**src/slt_pkg.sv**
```systemverilog
`default_nettype none

package slt_pkg;

  localparam int LEXEME_DEPTH_DEF = 32;
  localparam logic [15:0] START_LINE_RST = 16'd1;

  localparam logic [39:0] KW_PRINT = "print";
  localparam logic [15:0] KW_IF    = "if";
  localparam logic [31:0] KW_THEN  = "then";
  localparam logic [31:0] KW_TRUE  = "true";
  localparam logic [39:0] KW_FALSE = "false";

  typedef enum logic [1:0] {
    CMD_CHAR    = 2'd0,
    CMD_END     = 2'd1,
    CMD_RESTART = 2'd2
  } slt_code_t;

  typedef enum logic [3:0] {
    MD_BEGIN, MD_IDENT, MD_ICONST, MD_SCONST, MD_COM, MD_ASSIGN,
    MD_NEQ, MD_LT, MD_GT, MD_AND, MD_OR
  } slt_mode_t;

  typedef enum logic [4:0] {
    TK_IDENT, TK_PRINT, TK_IF, TK_THEN, TK_TRUE, TK_FALSE, TK_ICONST, TK_SCONST,
    TK_PLUS, TK_MINUS, TK_STAR, TK_SLASH, TK_ASSIGN, TK_EQ, TK_NEQ, TK_LT,
    TK_LEQ, TK_GT, TK_GEQ, TK_LOGICAND, TK_LOGICOR, TK_LPAREN, TK_RPAREN,
    TK_SC, TK_ERR, TK_DONE
  } slt_tok_t;

  typedef enum logic [2:0] {
    ST_IDLE, ST_SCAN, ST_CHK, ST_WR, ST_TEND
  } slt_state_t;

  typedef struct packed {
    logic load_char;
    logic scan;
    logic done;
    logic restart;
    logic emit_char;
    logic emit_end;
  } slt_cmd_t;

  typedef struct packed {
    logic fin;
    logic more;
    logic rescan;
    logic out_free;
  } slt_stat_t;

endpackage

`default_nettype wire

```
**src/slt_ram.sv**
```systemverilog
`default_nettype none

module slt_ram #(
  parameter int WIDTH = 8,
  parameter int DEPTH = 32
) (
  input  wire logic                     clk,
  input  wire logic                     we,
  input  wire logic [$clog2(DEPTH)-1:0] waddr,
  input  wire logic [WIDTH-1:0]         wdata,
  input  wire logic [$clog2(DEPTH)-1:0] raddr,
  output logic      [WIDTH-1:0]         rdata
);

  logic [WIDTH-1:0] mem_r [DEPTH];
  logic [WIDTH-1:0] rdata_r;

  always_ff @(posedge clk) begin
    if (we) begin
      mem_r[waddr] <= wdata;
    end
    rdata_r <= mem_r[raddr];
  end

  assign rdata = rdata_r;

endmodule

`default_nettype wire

```
**src/slt_ctrl.sv**
```systemverilog
`default_nettype none

module slt_ctrl
  import slt_pkg::*;
(
  input  wire logic       clk,
  input  wire logic       rst_n,
  input  wire logic       in_tvalid,
  input  wire logic [1:0] in_tuser,
  output logic            in_tready,
  input  wire slt_stat_t  stat,
  output slt_cmd_t        cmd
);

  slt_state_t state_r, state_nxt;

  always_ff @(posedge clk) begin
    if (!rst_n) begin
      state_r <= ST_IDLE;
    end else begin
      state_r <= state_nxt;
    end
  end

  always_comb begin
    state_nxt = state_r;
    cmd       = '0;
    in_tready = 1'b0;
    unique case (state_r)
      ST_IDLE: begin
        in_tready = 1'b1;
        if (in_tvalid) begin
          unique case (in_tuser)
            CMD_CHAR: begin
              cmd.load_char = 1'b1;
              state_nxt     = ST_SCAN;
            end
            CMD_END: begin
              cmd.done  = 1'b1;
              state_nxt = ST_CHK;
            end
            CMD_RESTART: begin
              cmd.restart = 1'b1;
            end
            default: begin
            end
          endcase
        end
      end
      ST_SCAN: begin
        cmd.scan  = 1'b1;
        state_nxt = stat.fin ? ST_CHK : ST_IDLE;
      end
      ST_CHK: begin
        state_nxt = stat.more ? ST_WR : ST_TEND;
      end
      ST_WR: begin
        if (stat.out_free) begin
          cmd.emit_char = 1'b1;
          state_nxt     = ST_CHK;
        end
      end
      ST_TEND: begin
        if (stat.out_free) begin
          cmd.emit_end = 1'b1;
          state_nxt    = stat.rescan ? ST_SCAN : ST_IDLE;
        end
      end
      default: begin
        state_nxt = ST_IDLE;
      end
    endcase
  end

endmodule

`default_nettype wire

```
**src/slt_dp.sv**
```systemverilog
`default_nettype none

module slt_dp
  import slt_pkg::*;
#(
  parameter int LEXEME_DEPTH = LEXEME_DEPTH_DEF
) (
  input  wire logic        clk,
  input  wire logic        rst_n,
  input  wire logic [7:0]  in_char,
  input  wire logic        cfg_valid,
  input  wire logic [15:0] cfg_data,
  input  wire slt_cmd_t    cmd,
  output slt_stat_t        stat,
  input  wire logic        out_tready,
  output logic             out_valid,
  output logic             out_is_end,
  output logic [7:0]       out_char,
  output logic [4:0]       out_type,
  output logic [15:0]      out_line,
  output logic             out_trunc,
  output logic             out_last
);

  localparam int AW = $clog2(LEXEME_DEPTH);
  localparam int LW = $clog2(LEXEME_DEPTH + 1);
  localparam logic [LW-1:0] DEPTH_L = LW'(LEXEME_DEPTH);

  slt_mode_t   mode_r, mode_nxt;
  logic [LW-1:0] len_r, len_nxt;
  logic        ovf_r, ovf_nxt;
  logic [15:0] line_r, line_nxt;
  logic [15:0] start_line_r;
  logic [7:0]  char_r;
  logic [7:0]  kw_r [5];
  logic [LW-1:0] idx_r;
  logic [LW-1:0] dlen_r;
  slt_tok_t    tok_type_r;
  logic [15:0] tok_line_r;
  logic        tok_trunc_r;
  logic        rescan_r;
  logic        more_r;
  logic        out_valid_r;
  logic        out_is_end_r;
  logic [7:0]  out_char_r;
  logic [4:0]  out_type_r;
  logic [15:0] out_line_r;
  logic        out_trunc_r;
  logic        out_last_r;

  logic          we;
  logic [AW-1:0] waddr;
  logic [7:0]    rdata;
  logic          do_app;
  logic          fin;
  slt_tok_t      fin_type;
  logic          skip;
  logic          rescan;
  logic          is_alpha;
  logic          is_digit;
  logic          is_single;
  logic [15:0]   line_inc;
  logic [15:0]   line_dec;
  slt_tok_t      id_type;
  logic          out_free;

  slt_ram #(
    .WIDTH (8),
    .DEPTH (LEXEME_DEPTH)
  ) u_buf (
    .clk   (clk),
    .we    (we),
    .waddr (waddr),
    .wdata (char_r),
    .raddr (idx_r[AW-1:0]),
    .rdata (rdata)
  );

  assign is_alpha  = (char_r >= "a" && char_r <= "z") || (char_r >= "A" && char_r <= "Z");
  assign is_digit  = char_r >= "0" && char_r <= "9";
  assign is_single = char_r inside {"+", "-", "*", "/", "(", ")", ";", "."};
  assign line_inc  = line_r + 16'd1;
  assign line_dec  = (line_r == 16'd0) ? 16'd0 : line_r - 16'd1;
  assign out_free  = !out_valid_r || out_tready;

  always_comb begin
    id_type = TK_IDENT;
    if (len_r == LW'(5) && {kw_r[0], kw_r[1], kw_r[2], kw_r[3], kw_r[4]} == KW_PRINT) begin
      id_type = TK_PRINT;
    end else if (len_r == LW'(2) && {kw_r[0], kw_r[1]} == KW_IF) begin
      id_type = TK_IF;
    end else if (len_r == LW'(4) && {kw_r[0], kw_r[1], kw_r[2], kw_r[3]} == KW_THEN) begin
      id_type = TK_THEN;
    end else if (len_r == LW'(4) && {kw_r[0], kw_r[1], kw_r[2], kw_r[3]} == KW_TRUE) begin
      id_type = TK_TRUE;
    end else if (len_r == LW'(5)
                 && {kw_r[0], kw_r[1], kw_r[2], kw_r[3], kw_r[4]} == KW_FALSE) begin
      id_type = TK_FALSE;
    end
  end

  always_comb begin
    mode_nxt = mode_r;
    we       = 1'b0;
    waddr    = len_r[AW-1:0];
    len_nxt  = len_r;
    ovf_nxt  = ovf_r;
    line_nxt = line_r;
    do_app   = 1'b0;
    fin      = 1'b0;
    fin_type = TK_ERR;
    skip     = 1'b0;
    rescan   = 1'b0;
    unique case (mode_r)
      MD_BEGIN: begin
        if (char_r == 8'h0A) begin
          line_nxt = line_inc;
        end else if (char_r != " ") begin
          we      = 1'b1;
          waddr   = '0;
          len_nxt = LW'(1);
          ovf_nxt = 1'b0;
          if (is_alpha) begin
            mode_nxt = MD_IDENT;
          end else if (is_digit) begin
            mode_nxt = MD_ICONST;
          end else begin
            case (char_r)
              "\"": mode_nxt = MD_SCONST;
              "#":  mode_nxt = MD_COM;
              "=":  mode_nxt = MD_ASSIGN;
              "!":  mode_nxt = MD_NEQ;
              "<":  mode_nxt = MD_LT;
              ">":  mode_nxt = MD_GT;
              "&":  mode_nxt = MD_AND;
              "|":  mode_nxt = MD_OR;
              "+": begin fin = 1'b1; fin_type = TK_PLUS;   end
              "-": begin fin = 1'b1; fin_type = TK_MINUS;  end
              "*": begin fin = 1'b1; fin_type = TK_STAR;   end
              "/": begin fin = 1'b1; fin_type = TK_SLASH;  end
              "(": begin fin = 1'b1; fin_type = TK_LPAREN; end
              ")": begin fin = 1'b1; fin_type = TK_RPAREN; end
              ";": begin fin = 1'b1; fin_type = TK_SC;     end
              ".": begin
                fin      = 1'b1;
                fin_type = TK_ERR;
                line_nxt = line_dec;
              end
              default: begin
              end
            endcase
          end
        end
      end
      MD_IDENT: begin
        if (is_alpha || is_digit) begin
          do_app = 1'b1;
        end else begin
          fin      = 1'b1;
          fin_type = id_type;
          rescan   = 1'b1;
        end
      end
      MD_ICONST: begin
        if (is_alpha) begin
          do_app   = 1'b1;
          line_nxt = line_dec;
          fin      = 1'b1;
          fin_type = TK_ERR;
        end else if (!is_digit) begin
          fin      = 1'b1;
          fin_type = TK_ICONST;
          rescan   = 1'b1;
        end else begin
          do_app = 1'b1;
        end
      end
      MD_SCONST: begin
        if (char_r == "\"") begin
          fin      = 1'b1;
          fin_type = TK_SCONST;
          skip     = 1'b1;
        end else begin
          do_app = 1'b1;
          if (char_r == 8'h0A) begin
            fin      = 1'b1;
            fin_type = TK_ERR;
          end
        end
      end
      MD_COM: begin
        if (char_r == 8'h0A) begin
          line_nxt = line_inc;
          mode_nxt = MD_BEGIN;
        end
      end
      MD_ASSIGN, MD_LT, MD_GT: begin
        do_app = 1'b1;
        fin    = 1'b1;
        if (char_r == "=") begin
          fin_type = (mode_r == MD_ASSIGN) ? TK_EQ : (mode_r == MD_LT) ? TK_LEQ : TK_GEQ;
        end else begin
          fin_type = (mode_r == MD_ASSIGN) ? TK_ASSIGN : (mode_r == MD_LT) ? TK_LT : TK_GT;
          rescan   = 1'b1;
        end
      end
      MD_NEQ, MD_AND, MD_OR: begin
        fin      = 1'b1;
        fin_type = TK_ERR;
        if (char_r != 8'h0A) begin
          do_app = 1'b1;
          if ((mode_r == MD_NEQ && char_r == "=") || (mode_r == MD_AND && char_r == "&")
              || (mode_r == MD_OR && char_r == "|")) begin
            fin_type = (mode_r == MD_NEQ) ? TK_NEQ : (mode_r == MD_AND) ? TK_LOGICAND
                                                                        : TK_LOGICOR;
          end else begin
            rescan = 1'b1;
          end
        end
      end
      default: begin
        mode_nxt = MD_BEGIN;
      end
    endcase
    if (do_app) begin
      if (len_r < DEPTH_L) begin
        we      = 1'b1;
        waddr   = len_r[AW-1:0];
        len_nxt = len_r + LW'(1);
      end else begin
        ovf_nxt = 1'b1;
      end
    end
    if (fin) begin
      mode_nxt = MD_BEGIN;
    end
    if (!cmd.scan) begin
      we = 1'b0;
    end
  end

  always_ff @(posedge clk) begin
    if (!rst_n) begin
      mode_r       <= MD_BEGIN;
      len_r        <= '0;
      ovf_r        <= 1'b0;
      line_r       <= '0;
      start_line_r <= START_LINE_RST;
      rescan_r     <= 1'b0;
      more_r       <= 1'b0;
      out_valid_r  <= 1'b0;
    end else begin
      if (cfg_valid) begin
        start_line_r <= cfg_data;
      end
      if (cmd.restart) begin
        line_r <= start_line_r;
      end
      if (cmd.scan) begin
        mode_r   <= mode_nxt;
        line_r   <= line_nxt;
        rescan_r <= rescan;
        more_r   <= rescan && is_single;
        if (fin) begin
          len_r <= '0;
          ovf_r <= 1'b0;
        end else begin
          len_r <= len_nxt;
          ovf_r <= ovf_nxt;
        end
      end
      if (cmd.done) begin
        mode_r   <= MD_BEGIN;
        line_r   <= line_dec;
        len_r    <= '0;
        ovf_r    <= 1'b0;
        rescan_r <= 1'b0;
        more_r   <= 1'b0;
      end
      if (cmd.emit_char || cmd.emit_end) begin
        out_valid_r <= 1'b1;
      end else if (out_tready) begin
        out_valid_r <= 1'b0;
      end
    end
  end

  always_ff @(posedge clk) begin
    if (cmd.load_char) begin
      char_r <= in_char;
    end
    if (we && waddr < AW'(5)) begin
      kw_r[waddr[2:0]] <= char_r;
    end
    if (cmd.scan && fin) begin
      dlen_r      <= len_nxt;
      idx_r       <= {{(LW-1){1'b0}}, skip};
      tok_type_r  <= fin_type;
      tok_line_r  <= line_nxt;
      tok_trunc_r <= ovf_nxt;
    end
    if (cmd.done) begin
      dlen_r      <= len_r;
      idx_r       <= '0;
      tok_type_r  <= TK_DONE;
      tok_line_r  <= line_dec;
      tok_trunc_r <= ovf_r;
    end
    if (cmd.emit_char) begin
      idx_r        <= idx_r + LW'(1);
      out_is_end_r <= 1'b0;
      out_char_r   <= rdata;
      out_type_r   <= '0;
      out_line_r   <= '0;
      out_trunc_r  <= 1'b0;
      out_last_r   <= 1'b0;
    end
    if (cmd.emit_end) begin
      out_is_end_r <= 1'b1;
      out_char_r   <= '0;
      out_type_r   <= tok_type_r;
      out_line_r   <= tok_line_r;
      out_trunc_r  <= tok_trunc_r;
      out_last_r   <= !more_r;
    end
  end

  assign stat.fin      = fin;
  assign stat.more     = idx_r < dlen_r;
  assign stat.rescan   = rescan_r;
  assign stat.out_free = out_free;

  assign out_valid  = out_valid_r;
  assign out_is_end = out_is_end_r;
  assign out_char   = out_char_r;
  assign out_type   = out_type_r;
  assign out_line   = out_line_r;
  assign out_trunc  = out_trunc_r;
  assign out_last   = out_last_r;

endmodule

`default_nettype wire

```
**src/small_language_tokenizer_top.sv**
```systemverilog
// Tokenizer for a small language, fed one character per input item.
// Input channel: in_tuser carries the command (character, end of input,
// restart of the line counter) and in_tdata the character byte.
// Result channel: each token comes out as one item per lexeme character
// (out_tuser low), then one token-end item (out_tuser high) with the token
// type, the line number and the truncation flag. out_tlast marks the final
// result caused by an input item. The cfg channel loads the start line used
// by the restart command; it is always ready.
// A character item is accepted and then scanned; a restart only reloads the
// line counter. Each finished token is then drained from the lexeme buffer,
// which has a registered read port, one entry at a time into the output
// register, followed by its token-end item; a character that ends a token
// without belonging to it is scanned again. An end-of-input item drains the
// held characters the same way before its end item.
// A new item is accepted only after the results of the previous one have been
// handed to the output register, which holds the last result while the
// receiver stalls; a stall freezes the drain in place.
// Reset clears the scanner to its begin state, the line counter to 0 and the
// start line to 1; no clearing pass is needed.
`default_nettype none

module small_language_tokenizer_top
  import slt_pkg::*;
#(
  parameter int LEXEME_DEPTH = LEXEME_DEPTH_DEF
) (
  input  wire logic        clk,
  input  wire logic        rst_n,
  input  wire logic        in_tvalid,
  output logic             in_tready,
  input  wire logic [7:0]  in_tdata,   // char_code
  input  wire logic [1:0]  in_tuser,   // command
  output logic             out_tvalid,
  input  wire logic        out_tready,
  output logic [31:0]      out_tdata,  // lexeme_char, token_type, line_number, lexeme_truncated
  output logic             out_tuser,  // is_token_end
  output logic             out_tlast,
  input  wire logic        cfg_valid,
  output logic             cfg_ready,
  input  wire logic [15:0] cfg_data
);

  slt_cmd_t    cmd;
  slt_stat_t   stat;
  logic [7:0]  o_char;
  logic [4:0]  o_type;
  logic [15:0] o_line;
  logic        o_trunc;

  slt_ctrl u_ctrl (
    .clk       (clk),
    .rst_n     (rst_n),
    .in_tvalid (in_tvalid),
    .in_tuser  (in_tuser),
    .in_tready (in_tready),
    .stat      (stat),
    .cmd       (cmd)
  );

  slt_dp #(
    .LEXEME_DEPTH (LEXEME_DEPTH)
  ) u_dp (
    .clk        (clk),
    .rst_n      (rst_n),
    .in_char    (in_tdata),
    .cfg_valid  (cfg_valid),
    .cfg_data   (cfg_data),
    .cmd        (cmd),
    .stat       (stat),
    .out_tready (out_tready),
    .out_valid  (out_tvalid),
    .out_is_end (out_tuser),
    .out_char   (o_char),
    .out_type   (o_type),
    .out_line   (o_line),
    .out_trunc  (o_trunc),
    .out_last   (out_tlast)
  );

  assign out_tdata = {2'b00, o_trunc, o_line, o_type, o_char};
  assign cfg_ready = 1'b1;

endmodule

`default_nettype wire

```
**config.mk**
```make
export PLATFORM = sky130hd
export DESIGN_NAME = small_language_tokenizer_top
export DESIGN_NICKNAME = d
export VERILOG_FILES = /design/src/slt_pkg.sv /design/src/slt_ram.sv /design/src/slt_ctrl.sv /design/src/slt_dp.sv /design/src/small_language_tokenizer_top.sv
export SDC_FILE = /design/constraint.sdc
export NUM_CORES = 1
export LEC_CHECK = 0
export ABC_CLOCK_PERIOD_IN_PS = 3300
export BUFFER_PORTS_ARGS = -buffer_cell sky130_fd_sc_hd__buf_2
export CAP_MARGIN = 15
export CORE_UTILIZATION = 30
export DETAILED_ROUTE_END_ITERATION = 12
export SLEW_MARGIN = 20
export SYNTH_ARGS = -nofsm -noshare
export SYNTH_HDL_FRONTEND = slang
export SYNTH_SLANG_ARGS = --single-unit
```
**constraint.sdc**
```tcl
create_clock -name clk -period 3.3 [get_ports clk]
set_input_delay 0.33 -clock clk [delete_from_list [all_inputs] [get_ports clk]]
set_output_delay 0.33 -clock clk [all_outputs]
set_load 0.02 [all_outputs]
```
==> flow_summary.yaml, run 1 <==
synthesis:
  seq_area_frac_synth_pct: 61.1
  syn_area_per_cell_um2: 13.4
  synthesis.area_mm2: 0.0198
  syn-instance-count: 1480
  async_reset_ff_share_pct: 0
  ys_types: 98
  ys_warn_count: 0
  synth-seq-cells: 427
  synth_edf_count: 356
  synthFlopType: "edfxtp_1"
critical_path:
  worstPathArrival_ns: 3.35
  path_delay_family: "compound AO/OA/AOI/OAI gates"
  critPathRequiredTime_ns: 3.55
  worst-setup-path-type: "register to register"
  crit_buf_inv: 1
  path_common_cell: "o21ai_0"
  worstPathMaxFanout: 18
  worstPathCellList: "nor4b_4, nand3_2, buf_4, nor3_2, o21ai_0, a22o_1, a221oi_1, o21ai_0"
  cpPeakStageDelay_ns: 0.56
  crit_slowest_cell: "edfxtp_1"
  crit_path_end_kind: "register"
  startpoint_type: "register"
placement:
  hpwl_mm: 38.4
  portBuffers: 64
  gp_congestion: 0.913
cts:
  path_clk_slew_ns: 0.06
  h-tree-depth: 2
  cts_buffers: 44
  cts_tree: "built"
  clock_sinks: 427
  clk_latency_ns: 0.57
  cts_buffer_depth: 3
  root_buffer: "clkbuf_16"
global_route:
  grt_pass1_vias: 13400
  antenna_found_initial: 1
  grt-ovfl-total: 0
  track_usage_pct: 16.1
  grt_max_degree: 49
  grt_first_pass_wirelength_mm: 83.0
timing:
  setup_viol: 0
  rsz0062_at_grt: "false"
  timing.hold.ws_ns: 0.0257
  hold_viol: 0
  post-route-period-util_pct: 94.0
  finClkSkew_ns: 0.0275
  tightestPinTransition_ns: 1.02
  min_period_ns: 3.10
  report.final.slew_viol_count: 0
  fmax_ghz: 0.322
  worst_slew_margin_rel_pct: 31.7
  final.setup.tns_ns: 0
floorplanning:
  chipWidth_um: 259
  dieArea_mm2: 0.0671
  start_util_pct: 30.6
  ios: 68
  die_y_um: 259
  core_region_area_mm2: 0.0648
  rows: 93
power_and_ir_drop:
  p_sw_share_pct: 24.5
  combPwrFrac_pct: 11.7
  cellInternalPower_w: 0.00946
  power.switching_w: 0.00306
  p_leak_nw: 7.81
  powerDensity_mw_per_mm2: 536
  p_seq_share_pct: 48.2
  ir_worst_vdd_v: 0.000335
  pwr-share-clk_pct: 40.2
drt:
  dr.first_iter.drc_count: 1411
  ant_nets: 0
  via_per_inst: 5.33
  drc: 0
  avgRoutedWirePerCell_um: 21.6
  drt_first_pass_iters: 6
  vias: 13400
  routed_wirelength_mm: 54.2
final_layout:
  final_layout_size_suffix_gt1_share_pct: 22.6
  synthToLayoutAreaGrowth_pct: 17.9
  postLayoutCoreUtil_pct: 36.1
  n_antenna_cell: 0
  final_nets: 1662
min_path:
  worstHoldPathType: "input port to register"
run_status:
  status: "finished clean"
run:
  drv_cap: 0
through the flow:
stage	setup slack (ns)	instance area, µm²	std cells	total power (W)
after floorplan	-0.0878	19800	1481	0.00702
after global placement	0.175	21700	2410	0.00756
after detailed placement	0.166	21700	2410	0.00757
after CTS	0.143	23300	2505	0.0126
after global routing	0.0205	23400	2507	0.0129
final	0.198	23400	2507	0.0125
worst reg2reg max path, cell delays in order, from the launching register on:
cell,delay [ns]
edfxtp_1,0.56
nor4b_4,0.37
nand3_2,0.22
buf_4,0.28
nor3_2,0.31
o21ai_0,0.13
a22o_1,0.25
a221oi_1,0.38
o21ai_0,0.29
metal layers:
metal | share of wire [%] | track usage [%] | wire [µm]
met1 | 43 | 22.0 | 23400
met2 | 49 | 26.6 | 26500
met3 | 6.0 | 2.49 | 3280
met4 | 2.1 | 4.34 | 1130
met5 | 0 | 0 | 0
layout by cell type, fill, tap and decap left out, types with 9 or more instances in the layout:
| cell | synthesis | routed |
|---|---|---|
| nand3_1 | 32 | 32 |
| nand4_1 | 20 | 20 |
| buf_4 | 5 | 107 |
| o211ai_1 | 14 | 14 |
| nor2_1 | 103 | 103 |
| nand2_1 | 102 | 102 |
| o22ai_1 | 10 | 10 |
| a221oi_1 | 9 | 9 |
| dlygate4sd3_1 | 0 | 15 |
| and2_1 | 30 | 30 |
| ha_1 | 13 | 13 |
| inv_1 | 29 | 29 |
| nor3_1 | 42 | 37 |
| mux4_2 | 80 | 80 |
| nor4_1 | 11 | 11 |
| clkinv_1 | 1 | 14 |
| a21oi_1 | 75 | 75 |
| o21ai_0 | 62 | 62 |
| edfxtp_1 | 356 | 356 |
| dfxtp_1 | 71 | 71 |
| xor2_1 | 10 | 10 |
| or3_1 | 10 | 10 |
| and3_1 | 16 | 16 |
| nand2b_1 | 12 | 12 |
| a31oi_1 | 19 | 19 |
| mux2i_1 | 24 | 24 |
| xnor2_1 | 15 | 15 |
| a21o_1 | 13 | 13 |
| nor2b_1 | 28 | 28 |
| buf_2 | 21 | 64 |
| clkbuf_16 | 0 | 45 |
state kept, by name, indices dropped and copies added (netlist names), 8 cells and up:
register / count
u_dp.out_line: 16
u_dp.u_buf.rdata: 8
u_dp.line_r: 16
u_dp.u_buf.mem_r: 256
u_dp.tok_line_r: 16
u_dp.kw_r: 40
u_dp.char_r: 8
u_dp.start_line_r: 16
u_dp.out_char: 8
kinds of logic (layout without fill, tap and decap cells):
logic type	after synthesis	after routing	synth area share (%)
compound gates	297	297	10.4
other cells	2	3	0.0379
mux	112	112	10.8
xor+xnor	25	25	1.11
flops	427	427	61.1
buf+inv	133	304	2.75
simple gates	470	470	13.0
fa+ha+maj	14	14	0.871
repair_timing:
item,4_1_cts,5_1_grt
setup buffers,0,2
hold endpoints to repair,15,0
gates resized for setup,0,1
endpoints found under the setup margin,0,2
hold buffers,15,0
final timing paths:
kind	startpoint	to	slack, ns	cells after the start
setup reg to reg	u_dp.char_r[2]$_DFFE_PP_	u_dp.tok_line_r[8]$_DFFE_PP_	0.20	8
hold / removal	cfg_data[10]	u_dp.start_line_r[10]$_SDFFE_PN0P_	0.03	3
hold reg to reg	u_dp.u_buf.rdata[6]$_DFF_P_	u_dp.out_char[6]$_SDFFE_PP0P_	0.44	2
setup / recovery	u_dp.char_r[2]$_DFFE_PP_	u_dp.tok_line_r[8]$_DFFE_PP_	0.20	8
cell usage after synthesis (all sizes together), types with 5 or more instances:
library cell,instances,area [µm²]
xnor2,15,131
and3,16,100
a21o,13,97.6
a22o,7,61.3
mux2i,24,240
o21a,8,60.1
mux2,8,90.1
o22ai,10,62.6
ha,13,163
nor3,45,240
a2bb2oi,5,67.6
nand3,34,180
and4,5,43.8
xor2,10,87.6
nor2b,28,175
nand2,103,394
a211oi,6,57.6
a221oi,9,78.8
buf,34,173
or3,10,62.6
a22oi,5,42.5
o211ai,14,105
nand4,20,125
dfxtp,71,1420
o31ai,7,52.6
nand4b,7,61.3
and2,32,200
nand2b,12,75.1
mux4,80,1800
a21oi,76,384
or4,5,48.8
clkbuf,69,259
nor3b,7,57.6
nor4,15,136
inv,29,109
a31oi,19,119
o21ai,66,330
edfxtp,356,10700
nor2,105,404
power by group through the flow:
stage          Combinational, W  Sequential, W  Clock (W)
2_1_floorplan          0.000887        0.00613          0
3_3_place_gp            0.00142        0.00614          0
3_5_place_dp            0.00143        0.00614          0
4_1_cts                 0.00145        0.00603    0.00513
5_1_grt                 0.00157        0.00604    0.00532
6_report                0.00146        0.00603    0.00503
final cells by class:
type | instances | area, µm²
fill | 6160 | 41400
clock inverter | 28 | 299
timing repair buffer | 194 | 1430
clock buffer | 52 | 1150
sequential | 427 | 12100
multi-input combinational | 921 | 7190
inverter | 30 | 113
tap | 855 | 1070
Note: power is estimated with default switching activity, not from simulation.
==> run 2, diff against run 1 <==
- RECOVER_POWER: unset -> 100
==> run 2 against run 1 <==
  * The run now ends with capacitance limit, slew limit left
  * Hold slack lost 0.0043 ns
  * Total power shrank 0.10%
  * Clock skew grew 0.0016 ns
  * Final area shrank 0.70%
  * Count of clock-buffer cells in the layout is the same
  * Highest routed layer unchanged
  * Worst setup slack lost 0.078 ns
  * Utilization shrank 0.25 points
  * Critical path depth is the same
  * Sequential power is essentially flat
  * Critical path type unchanged
  * Register-to-register slack lost 0.08 ns
==> flow_summary.yaml, run 2 (synthesized netlist as in run 1, its figures left out) <==
final_layout:
  postLayoutCoreUtil_pct: 35.8
  largest_reg_flops: 256
  top_register: "u_dp.u_buf.mem_r"
  final_cell_area_mm2: 0.0232
  final_layout_size_suffix_gt1_share_pct: 19.1
  synthToLayoutAreaGrowth_pct: 17.1
  layout_commonest_cell: "edfxtp_1"
  n_antenna_cell: 0
  layout_common_cells: "edfxtp_1, nor2_1, nand2_1"
  final_nets: 1662
drt:
  dr.first_iter.drc_count: 1524
  drc: 0
  drt_first_pass_iters: 5
  avgRoutedWirePerCell_um: 21.7
  vias: 13400
  ant_nets: 0
  routed_wirelength_mm: 54.3
  via_per_inst: 5.34
global_route:
  grt_max_degree: 49
  grt-ovfl-total: 0
  grt_first_pass_wirelength_mm: 83.0
  antenna_found_initial: 1
  track_usage_pct: 16.1
  grt_pass1_vias: 13400
timing:
  rsz0062_at_grt: "false"
  hold_viol: 0
  min_period_ns: 3.18
  timing.hold.ws_ns: 0.0214
  setup_viol: 0
  tightestPinTransition_ns: 1.82
  post-route-period-util_pct: 96.4
  finClkSkew_ns: 0.0291
  worst_slew_margin_rel_pct: -21.5
  report.final.slew_viol_count: 84
  fmax_ghz: 0.314
floorplanning:
  dieArea_mm2: 0.0671
  core_region_area_mm2: 0.0648
  ios: 68
  die_y_um: 259
  chipWidth_um: 259
  start_util_pct: 30.6
  rows: 93
cts:
  root_buffer: "clkbuf_16"
  h-tree-depth: 2
  path_clk_slew_ns: 0.06
  clock_sinks: 427
  cts_tree: "built"
  cts_buffer_depth: 3
  clk_latency_ns: 0.57
  cts_buffers: 44
placement:
  gp_congestion: 0.913
  hpwl_mm: 38.4
  portBuffers: 64
  place_area_mm2: 0.0217
critical_path:
  critPathRequiredTime_ns: 3.66
  crit_path_end_kind: "register"
  cpPeakStageDelay_ns: 0.86
  startpoint_type: "register"
  worstPathArrival_ns: 3.54
  crit_slowest_cell: "nor3_1"
  worst-setup-path-type: "register to register"
  worstPathCellList: "clkbuf_2, nor3_1, nand4_1, a21oi_1, a31oi_1, o2bb2ai_1, a31o_2, o21ai_0"
  worstPathMaxFanout: 18
power_and_ir_drop:
  p_leak_nw: 7.62
  ir_worst_vdd_v: 0.000334
  powerDensity_mw_per_mm2: 539
  pwr-share-clk_pct: 40.2
  p_seq_share_pct: 48.2
  cellInternalPower_w: 0.00944
  p_sw_share_pct: 24.5
  combPwrFrac_pct: 11.6
  power.switching_w: 0.00307
run_status:
  status: "complete, but fails checks"
  violations: "capacitance limit, slew limit"
min_path:
  worstHoldPathType: "input port to register"
run:
  drv_cap: 3
-- run 2: changes by cell type in the layout (fill, tap and decap cells not counted), sizes merged --
cell and delta:
buf -64, clkbuf +64
-- run 2: worst max-delay path: cells and delay by family (launching register included) --
family / cells / cell delay, ns
simple gates: 2 / 1.34
compound gates: 5 / 1.02
flops: 1 / 0.33
buf+inv: 1 / 0.27
-- run 2: cell type report --
type	instances	area (µm²)
fill	6207	41600
inverter	30	113
multi-input combinational	921	7180
sequential	427	12100
tap	855	1070
clock inverter	28	299
timing repair buffer	194	1280
clock buffer	52	1150
-- run 2: path summary, 6_finish.rpt --
check,startpoint,to,slack (ns),cells after the start
min,cfg_data[10],u_dp.start_line_r[10]$_SDFFE_PN0P_,0.02,3
max reg2reg,u_dp.mode_r[0]$_SDFFE_PP0P_,u_dp.tok_line_r[3]$_DFFE_PP_,0.12,8
max,u_dp.mode_r[0]$_SDFFE_PP0P_,u_dp.tok_line_r[3]$_DFFE_PP_,0.12,8
min reg2reg,u_dp.u_buf.rdata[6]$_DFF_P_,u_dp.out_char[6]$_SDFFE_PP0P_,0.44,2
-- run 2: per-stage QoR --
stage	total power (W)	std cells	setup TNS, ns	setup WS (ns)
floorplan	0.00702	1481	-2.80	-0.0878
global placement	0.00756	2410	0	0.175
CTS	0.0126	2505	0	0.143
finish	0.0125	2507	0	0.120
detailed placement	0.00757	2410	0	0.166
global route	0.0129	2507	0	0.0134
-- run 2: timing repair --
action | in CTS | in global routing
setup endpoints to repair | 0 | 2
hold buffers | 15 | 0
resized for setup | 0 | 1
hold endpoints to repair | 15 | 0
buffers inserted | 0 | 2
-- run 2: power by group through the flow --
stage | sequential, W | clock, W | combinational [W]
after floorplan | 0.00613 | 0 | 0.000887
after global placement | 0.00614 | 0 | 0.00142
after detailed placement | 0.00614 | 0 | 0.00143
after CTS | 0.00603 | 0.00513 | 0.00145
after global routing | 0.00604 | 0.00532 | 0.00155
final | 0.00603 | 0.00503 | 0.00145
-- run 2: per-layer routing --
layer | GRT usage, % | part of all wire [%] | routed length, µm | up-vias
li1 | - | - | - | 6055
met1 | 22.0 | 43 | 23400 | 6766
met2 | 26.6 | 49 | 26500 | 472
met3 | 2.49 | 6.0 | 3240 | 83
met4 | 4.34 | 2.2 | 1170 | 0
met5 | 0 | 0 | 0 | -
